==> src/sv/lfs_pkg.sv <==
// Package with the shared constants, types and helpers of the line follower steering block.
`timescale 1ns / 1ps

package lfs_pkg;

  localparam int SENSOR_COUNT = 8;
  localparam int SAMPLE_BITS  = 8;

  localparam int IDX_W   = $clog2(SENSOR_COUNT);
  localparam int CNT_W   = $clog2(SENSOR_COUNT + 1);
  localparam int TOT_W   = $clog2((SENSOR_COUNT * (SENSOR_COUNT - 1)) / 2 + 1);
  localparam int POS_W   = (IDX_W > 3) ? IDX_W : 3;
  localparam int CMP_W   = (SAMPLE_BITS > 8) ? SAMPLE_BITS : 8;
  localparam int STEP_W  = (IDX_W > 1) ? $clog2(IDX_W) : 1;
  localparam int FRAME_W = SENSOR_COUNT * SAMPLE_BITS;
  localparam int IN_W    = ((FRAME_W + 7) / 8) * 8;
  localparam int OUT_W   = 32;

  // Configuration register indexes.
  localparam logic [2:0] CFG_BLACK_THRESHOLD = 3'd0;
  localparam logic [2:0] CFG_FAST_DRIVE      = 3'd1;
  localparam logic [2:0] CFG_SLOW_DRIVE      = 3'd2;
  localparam logic [2:0] CFG_REVERSE_DRIVE   = 3'd3;
  localparam logic [2:0] CFG_GATE_CLOSED_CMD = 3'd4;

  // Hard turn codes.
  localparam logic [1:0] TURN_NONE  = 2'd0;
  localparam logic [1:0] TURN_RIGHT = 2'd1;
  localparam logic [1:0] TURN_LEFT  = 2'd2;

  localparam logic [POS_W-1:0] NO_LINE_POS = POS_W'(3);
  localparam logic [6:0] PCT_MAX = 7'd100;

  typedef enum logic [2:0] {
    ST_IDLE,
    ST_SCAN,
    ST_LOAD,
    ST_DIV,
    ST_EMIT
  } lfs_state_t;

  typedef struct packed {
    logic [TOT_W-1:0] total;
    logic [CNT_W-1:0] count;
    logic             split;
  } scan_res_t;

  typedef struct packed {
    logic [6:0] fast;
    logic [6:0] slow;
    logic [6:0] rev;
    logic [6:0] gate_closed;
  } drive_cfg_t;

  typedef struct packed {
    logic [7:0] left_drive;
    logic [7:0] right_drive;
    logic [6:0] gate_cmd;
    logic [1:0] turn_mode;
  } steer_out_t;

  // Saturate a 7-bit register value to 100 percent.
  function automatic logic [6:0] pct(input logic [6:0] v);
    pct = (v > PCT_MAX) ? PCT_MAX : v;
  endfunction

endpackage

==> src/sv/lfs_scan.sv <==
// Sample scanner: walks the frame one sensor per cycle while en is high and accumulates the black statistics.
`timescale 1ns / 1ps

module lfs_scan
  import lfs_pkg::*;
(
  input  logic               clk,
  input  logic               load,
  input  logic [FRAME_W-1:0] frame_in,
  input  logic               en,
  input  logic [7:0]         threshold,
  output logic               last,
  output scan_res_t          res
);

  logic [FRAME_W-1:0] frame;
  logic [IDX_W-1:0]   idx;
  logic               prev;
  logic               seen_run;
  logic               blk;

  assign blk  = CMP_W'(frame[SAMPLE_BITS-1:0]) > CMP_W'(threshold);
  assign last = (idx == IDX_W'(SENSOR_COUNT - 1));

  always_ff @(posedge clk) begin
    if (load) begin
      frame     <= frame_in;
      idx       <= '0;
      prev      <= 1'b0;
      seen_run  <= 1'b0;
      res.total <= '0;
      res.count <= '0;
      res.split <= 1'b0;
    end else if (en) begin
      frame <= frame >> SAMPLE_BITS;
      idx   <= idx + IDX_W'(1);
      prev  <= blk;
      if (blk) begin
        res.total <= res.total + TOT_W'(idx);
        res.count <= res.count + CNT_W'(1);
        if (!prev) begin
          // A new run of black samples starts here.
          seen_run <= 1'b1;
          if (seen_run) begin
            res.split <= 1'b1;
          end
        end
      end
    end
  end

endmodule

==> src/sv/lfs_div.sv <==
// Iterative divider: one quotient bit per cycle, most significant bit first.
`timescale 1ns / 1ps

module lfs_div
  import lfs_pkg::*;
(
  input  logic             clk,
  input  logic             rst,
  input  logic             start,
  input  logic [TOT_W-1:0] dividend,
  input  logic [CNT_W-1:0] divisor,
  output logic             done,
  output logic [IDX_W-1:0] quot
);

  localparam int DW = CNT_W + IDX_W + TOT_W;

  logic              busy;
  logic [STEP_W-1:0] step;
  logic [TOT_W-1:0]  rem;
  logic [DW-1:0]     rem_ext;
  logic [DW-1:0]     trial;
  logic              fits;

  assign rem_ext = DW'(rem);
  assign trial   = DW'(divisor) << step;
  assign fits    = rem_ext >= trial;
  assign done    = busy && (step == '0);

  always_ff @(posedge clk) begin
    if (rst) begin
      busy <= 1'b0;
    end else if (start) begin
      busy <= 1'b1;
    end else if (done) begin
      busy <= 1'b0;
    end
  end

  always_ff @(posedge clk) begin
    if (start) begin
      rem  <= dividend;
      quot <= '0;
      step <= STEP_W'(IDX_W - 1);
    end else if (busy) begin
      if (fits) begin
        rem <= TOT_W'(rem_ext - trial);
      end
      quot[step[STEP_W-1:0]] <= fits;
      if (step != '0) begin
        step <= step - STEP_W'(1);
      end
    end
  end

endmodule

==> src/sv/lfs_steer.sv <==
// Steering decision: drive commands, hard-turn latch and gate servo state.
`timescale 1ns / 1ps

module lfs_steer
  import lfs_pkg::*;
(
  input  logic             clk,
  input  logic             rst,
  input  logic             update,
  input  logic [POS_W-1:0] pos,
  input  drive_cfg_t       cfg,
  output steer_out_t       nxt
);

  logic [1:0] hard_turn;
  logic       gate_latched;
  logic [6:0] gate_position;
  logic [7:0] last_left_drive;
  logic [7:0] last_right_drive;
  logic       gate_latched_next;

  logic [7:0] fast;
  logic [7:0] slow;
  logic [7:0] neg_rev;
  logic       close_gate;
  logic       straight;
  logic       turn_active;
  logic       centered;

  assign fast        = {1'b0, pct(cfg.fast)};
  assign slow        = {1'b0, pct(cfg.slow)};
  assign neg_rev     = 8'd0 - {1'b0, pct(cfg.rev)};
  assign turn_active = (hard_turn == TURN_RIGHT) || (hard_turn == TURN_LEFT);
  assign centered    = (pos == POS_W'(3)) || (pos == POS_W'(4));

  always_comb begin
    nxt.left_drive    = last_left_drive;
    nxt.right_drive   = last_right_drive;
    nxt.gate_cmd      = gate_position;
    nxt.turn_mode     = hard_turn;
    gate_latched_next = gate_latched;
    close_gate        = 1'b0;
    straight          = 1'b0;
    if (turn_active) begin
      // Hold the turn drive until the line is back near the center.
      if (hard_turn == TURN_RIGHT) begin
        nxt.left_drive  = fast;
        nxt.right_drive = neg_rev;
      end else begin
        nxt.left_drive  = neg_rev;
        nxt.right_drive = fast;
      end
      if (centered) begin
        nxt.turn_mode = TURN_NONE;
      end
    end else begin
      nxt.turn_mode = TURN_NONE;
      case (pos)
        POS_W'(0): begin
          nxt.left_drive  = fast;
          nxt.right_drive = neg_rev;
          close_gate      = 1'b1;
          nxt.turn_mode   = TURN_RIGHT;
        end
        POS_W'(1): begin
          nxt.left_drive  = fast;
          nxt.right_drive = 8'd0;
          close_gate      = 1'b1;
        end
        POS_W'(2): begin
          nxt.left_drive  = fast;
          nxt.right_drive = slow;
          straight        = 1'b1;
        end
        POS_W'(3), POS_W'(4): begin
          nxt.left_drive  = fast;
          nxt.right_drive = fast;
          straight        = 1'b1;
        end
        POS_W'(5): begin
          nxt.left_drive  = slow;
          nxt.right_drive = fast;
          straight        = 1'b1;
        end
        POS_W'(6): begin
          nxt.left_drive  = 8'd0;
          nxt.right_drive = fast;
          close_gate      = 1'b1;
        end
        POS_W'(7): begin
          nxt.left_drive  = neg_rev;
          nxt.right_drive = fast;
          close_gate      = 1'b1;
          nxt.turn_mode   = TURN_LEFT;
        end
        default: begin
        end
      endcase
      if (close_gate) begin
        nxt.gate_cmd      = pct(cfg.gate_closed);
        gate_latched_next = 1'b1;
      end
      if (gate_latched && straight) begin
        nxt.gate_cmd = 7'd0;
      end
    end
  end

  always_ff @(posedge clk) begin
    if (rst) begin
      hard_turn        <= TURN_NONE;
      gate_latched     <= 1'b0;
      gate_position    <= 7'd0;
      last_left_drive  <= 8'd0;
      last_right_drive <= 8'd0;
    end else if (update) begin
      hard_turn        <= nxt.turn_mode;
      gate_latched     <= gate_latched_next;
      gate_position    <= nxt.gate_cmd;
      last_left_drive  <= nxt.left_drive;
      last_right_drive <= nxt.right_drive;
    end
  end

endmodule

==> src/sv/line_follower_steering.sv <==
// Top level of the line follower steering block: handshakes, configuration and sequencing.
`timescale 1ns / 1ps
//
// Usage. Each input item on the s_ channel is one frame of eight reflectance
// samples, sample_0 (rightmost) in the low byte of s_tdata. Each frame yields
// exactly one result item on the m_ channel: the line position, the line
// flags, the left and right drive commands, the gate servo command and the
// hard-turn mode that holds after this frame.
// Configuration registers are written through cfg_we, cfg_addr and cfg_data
// while the block is idle; index 0 is the black threshold, 1 to 3 the fast,
// slow and reverse drive percents and 4 the gate closed command.
// Timing. An item is taken while the block is idle, the samples are then
// compared one per cycle, the mean index comes out of a divider that
// produces one quotient bit per cycle after a load step, and the decision
// is then written to the output register once it is free. A new item is
// taken only after the result of the last one has been written to the
// output register; the serial sample scan and the divider set the pace.
// Stalls. The output register holds a finished result while the receiver
// stalls, and the block goes on accepting and scanning the next frame; it
// only waits in its final step until the output register is free.
// Reset. The synchronous reset returns the registers to their defaults,
// clears the turn, gate and drive state and empties the output register.

module line_follower_steering
  import lfs_pkg::*;
(
  input  logic            clk,
  input  logic            rst,
  // s_tdata fields, lowest bit up: sample_0 .. sample_7, 8 bits each.
  input  logic [IN_W-1:0] s_tdata,
  input  logic            s_tvalid,
  output logic            s_tready,
  // m_tdata fields, lowest bit up: line_position (3), line_found, line_split,
  // line_thick, left_drive (8), right_drive (8), gate_cmd (7), turn_mode (2),
  // one zero fill bit.
  output logic [OUT_W-1:0] m_tdata,
  output logic             m_tvalid,
  input  logic             m_tready,
  input  logic             cfg_we,
  input  logic [2:0]       cfg_addr,
  input  logic [7:0]       cfg_data
);

  lfs_state_t state;
  lfs_state_t state_next;

  logic [7:0] black_threshold;
  drive_cfg_t dcfg;

  logic             scan_load;
  logic             scan_en;
  logic             scan_last;
  scan_res_t        scan_res;
  logic             div_start;
  logic             div_done;
  logic [IDX_W-1:0] quot;
  logic             emit;
  logic             found;
  logic [POS_W-1:0] pos;
  steer_out_t       steer_nxt;

  // Configuration registers.
  always_ff @(posedge clk) begin
    if (rst) begin
      black_threshold  <= 8'd77;
      dcfg.fast        <= 7'd50;
      dcfg.slow        <= 7'd20;
      dcfg.rev         <= 7'd20;
      dcfg.gate_closed <= 7'd70;
    end else if (cfg_we) begin
      case (cfg_addr)
        CFG_BLACK_THRESHOLD: black_threshold  <= cfg_data;
        CFG_FAST_DRIVE:      dcfg.fast        <= cfg_data[6:0];
        CFG_SLOW_DRIVE:      dcfg.slow        <= cfg_data[6:0];
        CFG_REVERSE_DRIVE:   dcfg.rev         <= cfg_data[6:0];
        CFG_GATE_CLOSED_CMD: dcfg.gate_closed <= cfg_data[6:0];
        default: begin
        end
      endcase
    end
  end

  // Sequencer.
  always_ff @(posedge clk) begin
    if (rst) begin
      state <= ST_IDLE;
    end else begin
      state <= state_next;
    end
  end

  always_comb begin
    state_next = state;
    case (state)
      ST_IDLE: begin
        if (s_tvalid) begin
          state_next = ST_SCAN;
        end
      end
      ST_SCAN: begin
        if (scan_last) begin
          state_next = ST_LOAD;
        end
      end
      ST_LOAD: begin
        state_next = ST_DIV;
      end
      ST_DIV: begin
        if (div_done) begin
          state_next = ST_EMIT;
        end
      end
      ST_EMIT: begin
        if (!m_tvalid || m_tready) begin
          state_next = ST_IDLE;
        end
      end
      default: begin
        state_next = ST_IDLE;
      end
    endcase
  end

  always_comb begin
    s_tready  = 1'b0;
    scan_en   = 1'b0;
    div_start = 1'b0;
    emit      = 1'b0;
    case (state)
      ST_IDLE: s_tready  = 1'b1;
      ST_SCAN: scan_en   = 1'b1;
      ST_LOAD: div_start = 1'b1;
      ST_EMIT: emit      = !m_tvalid || m_tready;
      default: begin
      end
    endcase
  end

  assign scan_load = s_tvalid && s_tready;

  lfs_scan u_scan (
    .clk       (clk),
    .load      (scan_load),
    .frame_in  (s_tdata[FRAME_W-1:0]),
    .en        (scan_en),
    .threshold (black_threshold),
    .last      (scan_last),
    .res       (scan_res)
  );

  lfs_div u_div (
    .clk      (clk),
    .rst      (rst),
    .start    (div_start),
    .dividend (scan_res.total),
    .divisor  (scan_res.count),
    .done     (div_done),
    .quot     (quot)
  );

  // An empty frame reads as the center position.
  assign found = (scan_res.count != '0);
  assign pos   = found ? POS_W'(quot) : NO_LINE_POS;

  lfs_steer u_steer (
    .clk    (clk),
    .rst    (rst),
    .update (emit),
    .pos    (pos),
    .cfg    (dcfg),
    .nxt    (steer_nxt)
  );

  // Output register.
  always_ff @(posedge clk) begin
    if (rst) begin
      m_tvalid <= 1'b0;
    end else if (emit) begin
      m_tvalid <= 1'b1;
    end else if (m_tready) begin
      m_tvalid <= 1'b0;
    end
  end

  always_ff @(posedge clk) begin
    if (emit) begin
      m_tdata <= {1'b0,
                  steer_nxt.turn_mode,
                  steer_nxt.gate_cmd,
                  steer_nxt.right_drive,
                  steer_nxt.left_drive,
                  (scan_res.count > CNT_W'(2)),
                  scan_res.split,
                  found,
                  3'(pos)};
    end
  end

  // An accepted frame always starts the sample scan.
  assert property (@(posedge clk) disable iff (rst)
    (s_tvalid && s_tready) |=> (state == ST_SCAN))
    else $error("accepted item did not start the scan");

  // The turn mode code without meaning never leaves the block.
  assert property (@(posedge clk) disable iff (rst)
    m_tvalid |-> (m_tdata[30:29] != 2'd3))
    else $error("invalid turn mode on output");

  // Without a line the position reads as the center.
  assert property (@(posedge clk) disable iff (rst)
    (m_tvalid && !m_tdata[3]) |-> (m_tdata[2:0] == 3'd3))
    else $error("empty frame gave a position other than center");

  // A split or thick line implies a line was found.
  assert property (@(posedge clk) disable iff (rst)
    (m_tvalid && (m_tdata[4] || m_tdata[5])) |-> m_tdata[3])
    else $error("line flags set without a line");

endmodule
==> config.mk <==
export PLATFORM = sky130hd
export DESIGN_NAME = line_follower_steering
export DESIGN_NICKNAME = d
export VERILOG_FILES = /design/src/sv/lfs_pkg.sv /design/src/sv/lfs_scan.sv /design/src/sv/lfs_div.sv /design/src/sv/lfs_steer.sv /design/src/sv/line_follower_steering.sv
export SDC_FILE = /design/constraint.sdc
export NUM_CORES = 1
export LEC_CHECK = 0
export BUFFER_PORTS_ARGS = -buffer_cell sky130_fd_sc_hd__buf_4
export CORE_MARGIN = 3
export CORE_UTILIZATION = 58
export DETAILED_ROUTE_END_ITERATION = 16
export GPL_ROUTABILITY_DRIVEN = 0
export PLACE_DENSITY_LB_ADDON = 0.08
export SYNTH_ARGS = -nofsm -noshare
export SYNTH_HDL_FRONTEND = slang
export SYNTH_SLANG_ARGS = --single-unit
==> constraint.sdc <==
create_clock -name clk -period 8.6 [get_ports clk]
set_input_delay 1.72 -clock clk [delete_from_list [all_inputs] [get_ports clk]]
set_output_delay 1.72 -clock clk [all_outputs]
set_load 0.1 [all_outputs]
# After elaboration in Yosys (flattened, before gate mapping)
# Index checks and enable logic that the tools add are counted.
dict set report totals {
  reg_bits 171
  latch_bits 0
  mem_bits_rw 0
  romBits 0
  input_bits 80
  n_memories 0
}
dict set report op_classes {
  n_addsub 6
  multipliers 0
  n_div 0
  order_cmp 9
  eq_ne 22
  shift 1
  mux 39
  n_bitwise 2
  reduce_logical 34
}
# cell n
set ops {}
lappend ops {{$mux 64} 2}
lappend ops {{$pmux 16 s7} 1}
lappend ops {{$mux 7} 7}
lappend ops {{$mux 16} 2}
lappend ops {{$gt 7x7->1 const B} 4}
lappend ops {{$eq 3x3->1 const B} 7}
lappend ops {{$eq 3x2->1 const B} 6}
lappend ops {{$reduce_and 2->1} 8}
lappend ops {{$mux 3} 5}
lappend ops {{$mux 5} 3}
lappend ops {{$pmux 3 s5} 1}
lappend ops {{$mux 1} 13}
lappend ops {{$ge 5x12->1} 1}
lappend ops {{$reduce_bool 2->1} 6}
lappend ops {{$shl 4x2->12} 1}
lappend ops {{$eq 3x1->1 const B} 3}
lappend ops {{$logic_not 3->1} 3}
lappend ops {{$gt 8x8->1} 1}
lappend ops {{$ne 2x2->1 const B} 4}
lappend ops {{$reduce_and 4->1} 2}
lappend ops {{$reduce_or 4->1} 2}
lappend ops {{$sub 1x7->8 const A} 1}
lappend ops {{$reduce_and 3->1} 2}
lappend ops {{$add 5x3->5} 1}
lappend ops {{20 further kinds} 27}

# Logic depth before layout (Yosys ltp)
# Gate-level depths: netlist of the first run.
dict set report logic_depth {
  word_depth 9
  ltp_mapped 12
}

# Cells and area by module
# A second synthesis of the first run with hierarchy kept.
dict set report hier_totals {
  hier_cells 696
  area_unflattened_um2 8316.7
}
# mod n_inst cells_per_inst area_each_um2
set modules_own_cells {}
lappend modules_own_cells {lfs_scan 1 250 3668.5}
lappend modules_own_cells {line_follower_steering 1 203 2666.3}
lappend modules_own_cells {lfs_steer 1 156 1192.4}
lappend modules_own_cells {lfs_div 1 87 789.5}

# Worst setup path before layout of the first run
# OpenSTA, ideal clock, no wires.
dict set report synth_timing {
  kind {input to register}
  startpoint {input port s_tvalid}
  endpoint {register u_scan.frame[0] (enable)}
  setup_time_ns 0.418
  arrival_time_ns 3.699
  t_required_ns 8.182
  setup_slack_ns 4.483
  stages 5
  cell_sequence {clkbuf_1 and2_1 clkbuf_1 nor2_1 inv_1}
}
dict set report synth_via {
  elab_chain_cells 2
}
# element line
set synth_lines {}
lappend synth_lines {{start: declaration} line_follower_steering.sv:31} ;# input logic s_tvalid,
lappend synth_lines {{$logic_and 1x1->1} line_follower_steering.sv:139} ;# assign scan_load = s_tvalid && s_tready;
lappend synth_lines {{$reduce_bool 2->1 (no source line)} -}
lappend synth_lines {{end signal: assignment} lfs_scan.sv:27} ;# frame <= frame_in;
lappend synth_lines {{end signal: assignment} lfs_scan.sv:35} ;# frame <= frame >> SAMPLE_BITS;
lappend synth_lines {{end: declaration} lfs_scan.sv:16} ;# logic [FRAME_W-1:0] frame;
# No other way between the ends.
# A chain may end at the register's enable or synchronous reset.

# Worst setup path after layout of the first run
dict set report layout_timing {
  startpoint {register state[0]}
  endpoint {output port s_tready}
}
dict set report layout_via {
  elab_chain_cells 2
}
# element line
set layout_lines {}
lappend layout_lines {{start: declaration} line_follower_steering.sv:44} ;# lfs_state_t state;
lappend layout_lines {{start signal: assignment} line_follower_steering.sv:88} ;# state <= state_next;
lappend layout_lines {{$logic_not 3->1} line_follower_steering.sv:129} ;# case (state)
lappend layout_lines {{$mux 1} line_follower_steering.sv:129}
lappend layout_lines {{end: declaration} line_follower_steering.sv:32} ;# output logic s_tready,
# No other way between the ends.

==> results of run 1 <==
-- metal layers --
| layer | vias up | global-route usage, % | part of all wire [%] |
|---|---|---|---|
| met5 | - | 0 | 0 |
| met4 | 0 | 9.63 | 2.0 |
| met3 | 30 | 5.50 | 7.0 |
| met2 | 287 | 40.5 | 50 |
| met1 | 3150 | 29.0 | 41 |
| li1 | 3208 | - | - |
-- path summary, 6_finish.rpt --
kind	start	slack (ns)	end	depth (start not counted)
worst max-delay path	state[0]	4.67	s_tready	2
worst min-delay path	u_steer.gate_position[6]	0.46	u_steer.gate_position[6]	2
worst max register to register	u_scan.res[1]	5.45	m_tdata[15]	11
worst min register to register	u_steer.gate_position[6]	0.46	u_steer.gate_position[6]	2
-- cells in the mapped netlist (all sizes together) (10+ instances only) --
library cell | n | area (um^2)
edfxtp | 100 | 3000
o21ai | 23 | 115
a21oi | 42 | 210
clkbuf | 33 | 124
nor2 | 66 | 248
mux2i | 20 | 200
inv | 33 | 124
dfxtp | 71 | 1420
and3 | 14 | 87.6
nor2b | 12 | 75.1
nand3 | 10 | 50.1
nand2 | 257 | 981
ha | 27 | 338
-- report_power, final --
| part | switching, mW | internal, mW | total [mW] |
|---|---|---|---|
| registers | 0.110 | 1.19 | 1.30 |
| logic | 0.567 | 0.307 | 0.875 |
| clock network | 0.334 | 0.432 | 0.766 |
| total | 1.01 | 1.93 | 2.94 |
-- area by class of cell --
| cell class | count | area (um^2) |
|---|---|---|
| Inverter | 33 | 124 |
| Clock inverter | 15 | 168 |
| Multi-Input combinational cell | 620 | 3510 |
| Sequential cell | 171 | 4420 |
| Tap cell | 176 | 220 |
| Fill cell | 965 | 3820 |
| Timing Repair Buffer | 115 | 863 |
| Clock buffer | 17 | 425 |
-- through the flow --
| stage | util (%) | instance area, um^2 |
|---|---|---|
| after global routing | 71.8 | 9740 |
| after CTS | 71.8 | 9740 |
| after floorplan | - | 8230 |
| final | 71.8 | 9740 |
| after detailed placement | 67.4 | 9140 |
| after global placement | 67.4 | 9140 |
-- logic make-up (layout without fill, tap and decap cells) --
logic type	count (synthesis)	in the layout	synth area share [%]
AO/OA/AOI/OAI	152	152	12.8
XOR/XNOR	11	11	1.17
adder cells (fa/ha/maj)	29	29	4.59
buffers and inverters	74	180	3.59
flip-flops	171	171	53.8
multiplexers	22	22	2.71
other	1	1	0.0456
AND/OR/NAND/NOR	405	405	21.3
-- registers in the layout (all words and copies together), names as in the netlist, 5 cells and up --
name,cells
u_steer.gate_position,7
u_scan.frame,64
m_tdata,31
dcfg,28
u_scan.res,10
u_div.rem,5
black_threshold,8
-- worst max-delay path, stage by stage (launching register included) --
cell and delay (ns):
dfxtp_1 0.42, nor3_1 0.91, buf_4 0.44
==> flow_summary.json, run 1 <==
{
  "outcome": "complete, no violations",
  "cp_max_fo": 14,
  "synth.avg_cell_area_um2": 9.51,
  "placementRows": 42,
  "nets": 1067,
  "syn_nets": 974,
  "grt_overflow": 0,
  "final_cell_mix": "255 x nand2_1, 115 x buf_4, 100 x edfxtp_1",
  "drc_errors": 0,
  "rsz0062_at_grt": "false",
  "ir_worst_vdd_mv": 0.271,
  "fin_ws_ns": 4.67,
  "leakagePower_nw": 4.06,
  "cts_hold_buf": 0,
  "ys.flop_type": "edfxtp_1",
  "maxCapViolations": 0,
  "worst_pin_slew_ns": 1.08,
  "final_common_cell": "nand2_1",
  "drt_iter0_markers": 646,
  "ys_warn_count": 0,
  "synth_edf_count": 100,
  "synth.distinct_cells": 63,
  "vias_per_cell": 5.82,
  "synthCells": 865,
  "grt_pass1_wl_um": 30300,
  "initial_core_util_pct": 60.7,
  "end_kind": "output pin",
  "cts_sinks": 171,
  "dp.cells": 1115,
  "cts_buffer_depth": 2,
  "critPathLaunchType": "register",
  "hold_viol": 0,
  "die_area_um2": 15600,
  "chipHeight_um": 125,
  "cts_setup_buffers": 0,
  "die_w_um": 125,
  "ios": 114,
  "dp_hpwl_um": 12800,
  "cts-root-buf": "clkbuf_16",
  "whs_ns": 0.457,
  "seq_area_frac_synth_pct": 53.8,
  "antennaDiodeCount": 0,
  "dr.pass1.iters": 5,
  "syn-cell-area_um2": 8230,
  "drtAntennaViolNets": 0,
  "hp-class": "register to register",
  "clk_pin_slew_ns": 0.06,
  "cts_buffers": 17,
  "max-slew-margin-rel_pct": 27.4,
  "via_count": 6675,
  "fin_worst_skew_ns": 0.0103,
  "synth-seq-cells": 171,
  "slew_viol_final": 0,
  "post-place-ws_ns": 5.00,
  "io_buffers": 112,
  "max_freq_mhz": 255,
  "p_total_mw": 2.94,
  "routed_wl_um": 18600,
  "fin_cells": 1147,
  "setup_viol": 0,
  "synthArstFlopShare_pct": 0,
  "antenna_found_initial": 0,
  "ctsResizeCount": 0,
  "htreeDepth": 4,
  "worstSetupPathType": "register to output pin",
  "clk_latency_ns": 0.44,
  "drive_above_1_share_pct": 16.9,
  "grt_max_degree": 66,
  "fin_crit_sh_pct": 45.7,
  "synthToLayoutAreaGrowth_pct": 18.3,
  "required_ns": 6.88,
  "p_per_area_nw_per_um2": 302,
  "worst_ep_arrival_time_ns": 2.21,
  "grt_pass1_vias": 6379,
  "fin_crit_ns": 3.93,
  "setup_tns_ns": 0,
  "wl_per_cell_um": 16.2,
  "track_usage_pct": 23.7,
  "core_area_um2": 13600,
  "cts_tree": "yes"
}
No activity file was read; power rests on OpenSTA's default activity.
==> run 2: changes to the inputs <==
Settings changed: ABC_AREA from default to 1, CORE_UTILIZATION 58 to 52.
Clock period 8.6 ns to 3.25 ns, I/O delays scaled along.
==> run 2 against run 1 <==
  * Sequential power increased to 2.7 times the previous value
  * Combinational power increased to 3.4 times the previous value
  * Die area increased by 13%
  * First-iteration DRC count decreased by 38%
  * Register-to-register slack got worse by 4.8 ns
  * Power increased to 2.8 times the previous value
  * Largest power group unchanged
==> flow_summary.json, run 2 <==
{
  "outcome": "complete, no violations",
  "nets": 1236,
  "largest_register_ffs": 64,
  "fin_ws_ns": 0.640,
  "switchingPower_mw": 3.04,
  "ys.flop_type": "edfxtp_1",
  "grt_overflow": 0,
  "setup_tns_ns": 0,
  "placementRows": 45,
  "top_regs": "u_scan.frame (64), m_tdata (31), dcfg (28)",
  "drive_above_1_share_pct": 15.7,
  "syn-cell-area_um2": 8410,
  "synth.distinct_cells": 42,
  "post-place-ws_ns": 0.647,
  "hold_viol": 0,
  "ys_warn_count": 0,
  "yosys.area.top_type_share_pct": 35.7,
  "synth_common_cells": "324 x nand2_1, 109 x inv_1, 100 x edfxtp_1",
  "yosys.area.top_type": "edfxtp_1",
  "synthArstFlopShare_pct": 0,
  "fin_cells": 1351,
  "slowest_delay_ns": 0.38,
  "critPathLaunchType": "register",
  "drt_iter0_markers": 398,
  "cts_sinks": 171,
  "seq_area_frac_synth_pct": 52.6,
  "dr.pass1.iters": 5,
  "largest-register": "u_scan.frame",
  "cts_tree": "yes",
  "cp_max_fo": 10,
  "fin_worst_skew_ns": 0.00894,
  "whs_ns": 0.442,
  "ir_worst_vdd_mv": 0.452,
  "hp-class": "register to register",
  "crit_path_frequent_cell": "o21ai_0",
  "end_kind": "register",
  "rr_worst_depth": 13,
  "path_cells": "clkinv_1 -> o21ai_0 -> o21ai_0 -> ha_1 -> nand2_1 -> inv_1 -> nand2_1 -> nand2_1 -> inv_1 -> a21oi_1 -> o21ai_0 -> o21ai_0 -> buf_4",
  "synthToLayoutAreaGrowth_pct": 19.3,
  "cts_buffer_depth": 2,
  "routed_wl_um": 18100,
  "max-slew-margin-rel_pct": 37.7,
  "rsz0062_at_grt": "false",
  "antennaDiodeCount": 0,
  "p_total_mw": 8.29,
  "maxCapViolations": 0,
  "grt_pass1_wl_um": 30000,
  "grt_max_degree": 40,
  "io_buffers": 112,
  "r2r_setup_slack_ns": 0.64,
  "synth-seq-cells": 171,
  "drc_errors": 0,
  "pwr-share-comb_pct": 36.0,
  "htreeDepth": 4,
  "ctsResizeCount": 0,
  "timing.rr.start": "u_div.step[0]",
  "ios": 114,
  "dp_hpwl_um": 13300,
  "drtAntennaViolNets": 0,
  "synth_area_leaders": "edfxtp_1 36%, dfxtp_1 17%, nand2_1 14%",
  "cts_buffers": 17,
  "synth.avg_cell_area_um2": 8.31,
  "worst_pin_slew_ns": 0.933,
  "synth_edf_count": 100,
  "sw_frac_of_total_pct": 36.7,
  "slowest_stage": "dfxtp_1",
  "synthCells": 1012,
  "antenna_found_initial": 0,
  "core_area_um2": 15500,
  "die_w_um": 133,
  "initial_core_util_pct": 54.3,
  "track_usage_pct": 20.8,
  "final_common_cell": "nand2_1",
  "max_freq_mhz": 383,
  "finalCoreUtilization_pct": 64.8,
  "die_area_um2": 17700,
  "cts_setup_buffers": 0,
  "holdPathEnd": "m_tdata[4]",
  "leakagePower_nw": 4.62,
  "final_area_um2": 10000,
  "cts_hold_buf": 0,
  "syn_nets": 1121,
  "seqPwrFrac_pct": 41.8,
  "final_cell_mix": "322 x nand2_1, 119 x buf_4, 109 x inv_1",
  "fin_crit_sh_pct": 80.3,
  "chipHeight_um": 133,
  "via_count": 6837,
  "rr_endpoint": "u_div.rem[3]",
  "wl_per_cell_um": 13.4,
  "nFillCells": 1343,
  "required_ns": 3.38,
  "vias_per_cell": 5.06,
  "dp.cells": 1319,
  "cts-root-buf": "clkbuf_16",
  "power.internal_mw": 5.25,
  "pwr-share-clk_pct": 22.2,
  "min_from": "u_scan.res[0]",
  "fin_crit_ns": 2.61,
  "clk_pin_slew_ns": 0.06,
  "slew_viol_final": 0,
  "setup_viol": 0,
  "yosys.cell_count.top_type": "nand2_1",
  "clk_latency_ns": 0.42,
  "whs_path_depth": 0,
  "worstSetupPathType": "register to register",
  "place_area_um2": 9490,
  "p_per_area_nw_per_um2": 826,
  "grt_pass1_vias": 6365,
  "worst_ep_arrival_time_ns": 2.74
}
-- run 2: cell types whose count changed after synthesis, moves of 9 or more --
cell / before / now
a21oi_1: 42 / 55
a22o_1: 9 / 0
and3_1: 14 / 0
clkbuf_1: 33 / 15
inv_1: 32 / 109
mux2i_1: 20 / 0
nand2_1: 256 / 324
nand3_1: 10 / 58
nor2_1: 66 / 90
nor2b_1: 12 / 0
o21ai_0: 21 / 77
-- run 2: layer usage --
layer	share of wire, %	vias to the layer above	global-route usage [%]
met2	47	202	33.9
met5	0	-	0
met4	2.4	0	9.31
met1	44	3050	26.4
li1	-	3550	-
met3	6.0	35	4.98
-- run 2: kinds of logic after synthesis --
kind of cell / share of synthesized area, %
AOI/OAI and AO/OA: 10.1
xor gates and xnor gates: 0.729
adders and majority gates: 4.49
buffers and inverters: 6.47
DFF: 52.6
other: 0.0446
and+or+nand+nor: 25.6
-- run 2: worst max-delay path by stage --
| stage | startpoint | to | slack [ns] |
|---|---|---|---|
| after floorplan | m_tvalid | u_steer.gate_position[0] | 0.06 |
| after global placement | u_div.step[0] | u_div.rem[3] | 0.77 |
| after detailed placement | u_div.step[0] | u_div.rem[3] | 0.65 |
| after CTS | u_div.step[0] | u_div.rem[3] | 0.64 |
| after global routing | u_div.step[0] | u_div.rem[3] | 0.24 |
| final | u_div.step[0] | u_div.rem[3] | 0.64 |
-- run 2: power groups by stage --
stage                     Combinational (mW)  Sequential, mW  Clock (mW)
after floorplan                         2.22            3.50           0
after global placement                  2.95            3.48           0
after detailed placement                2.99            3.50           0
after CTS                               3.01            3.46        1.88
after global routing                    3.43            3.53        1.97
final                                   2.99            3.46        1.84
-- run 2: worst max-delay path: cells and delay by family (launching register included) --
kind | cells | cell delay, ns
adders and majority gates | 1 | 0.37
and+or+nand+nor | 3 | 0.21
AOI/OAI and AO/OA | 5 | 0.86
buffers and inverters | 4 | 0.53
DFF | 1 | 0.38
-- run 2: final cells by class --
| cell class | count | area (um^2) | area share (%) |
|---|---|---|---|
| Multi-Input combinational cell | 700 | 3450 | 34.4 |
| Tap cell | 211 | 264 | 2.63 |
| Inverter | 117 | 442 | 4.40 |
| Sequential cell | 171 | 4420 | 44.1 |
| Timing Repair Buffer | 120 | 913 | 9.10 |
| Clock buffer | 25 | 497 | 4.95 |
| Clock inverter | 7 | 42.5 | 0.424 |
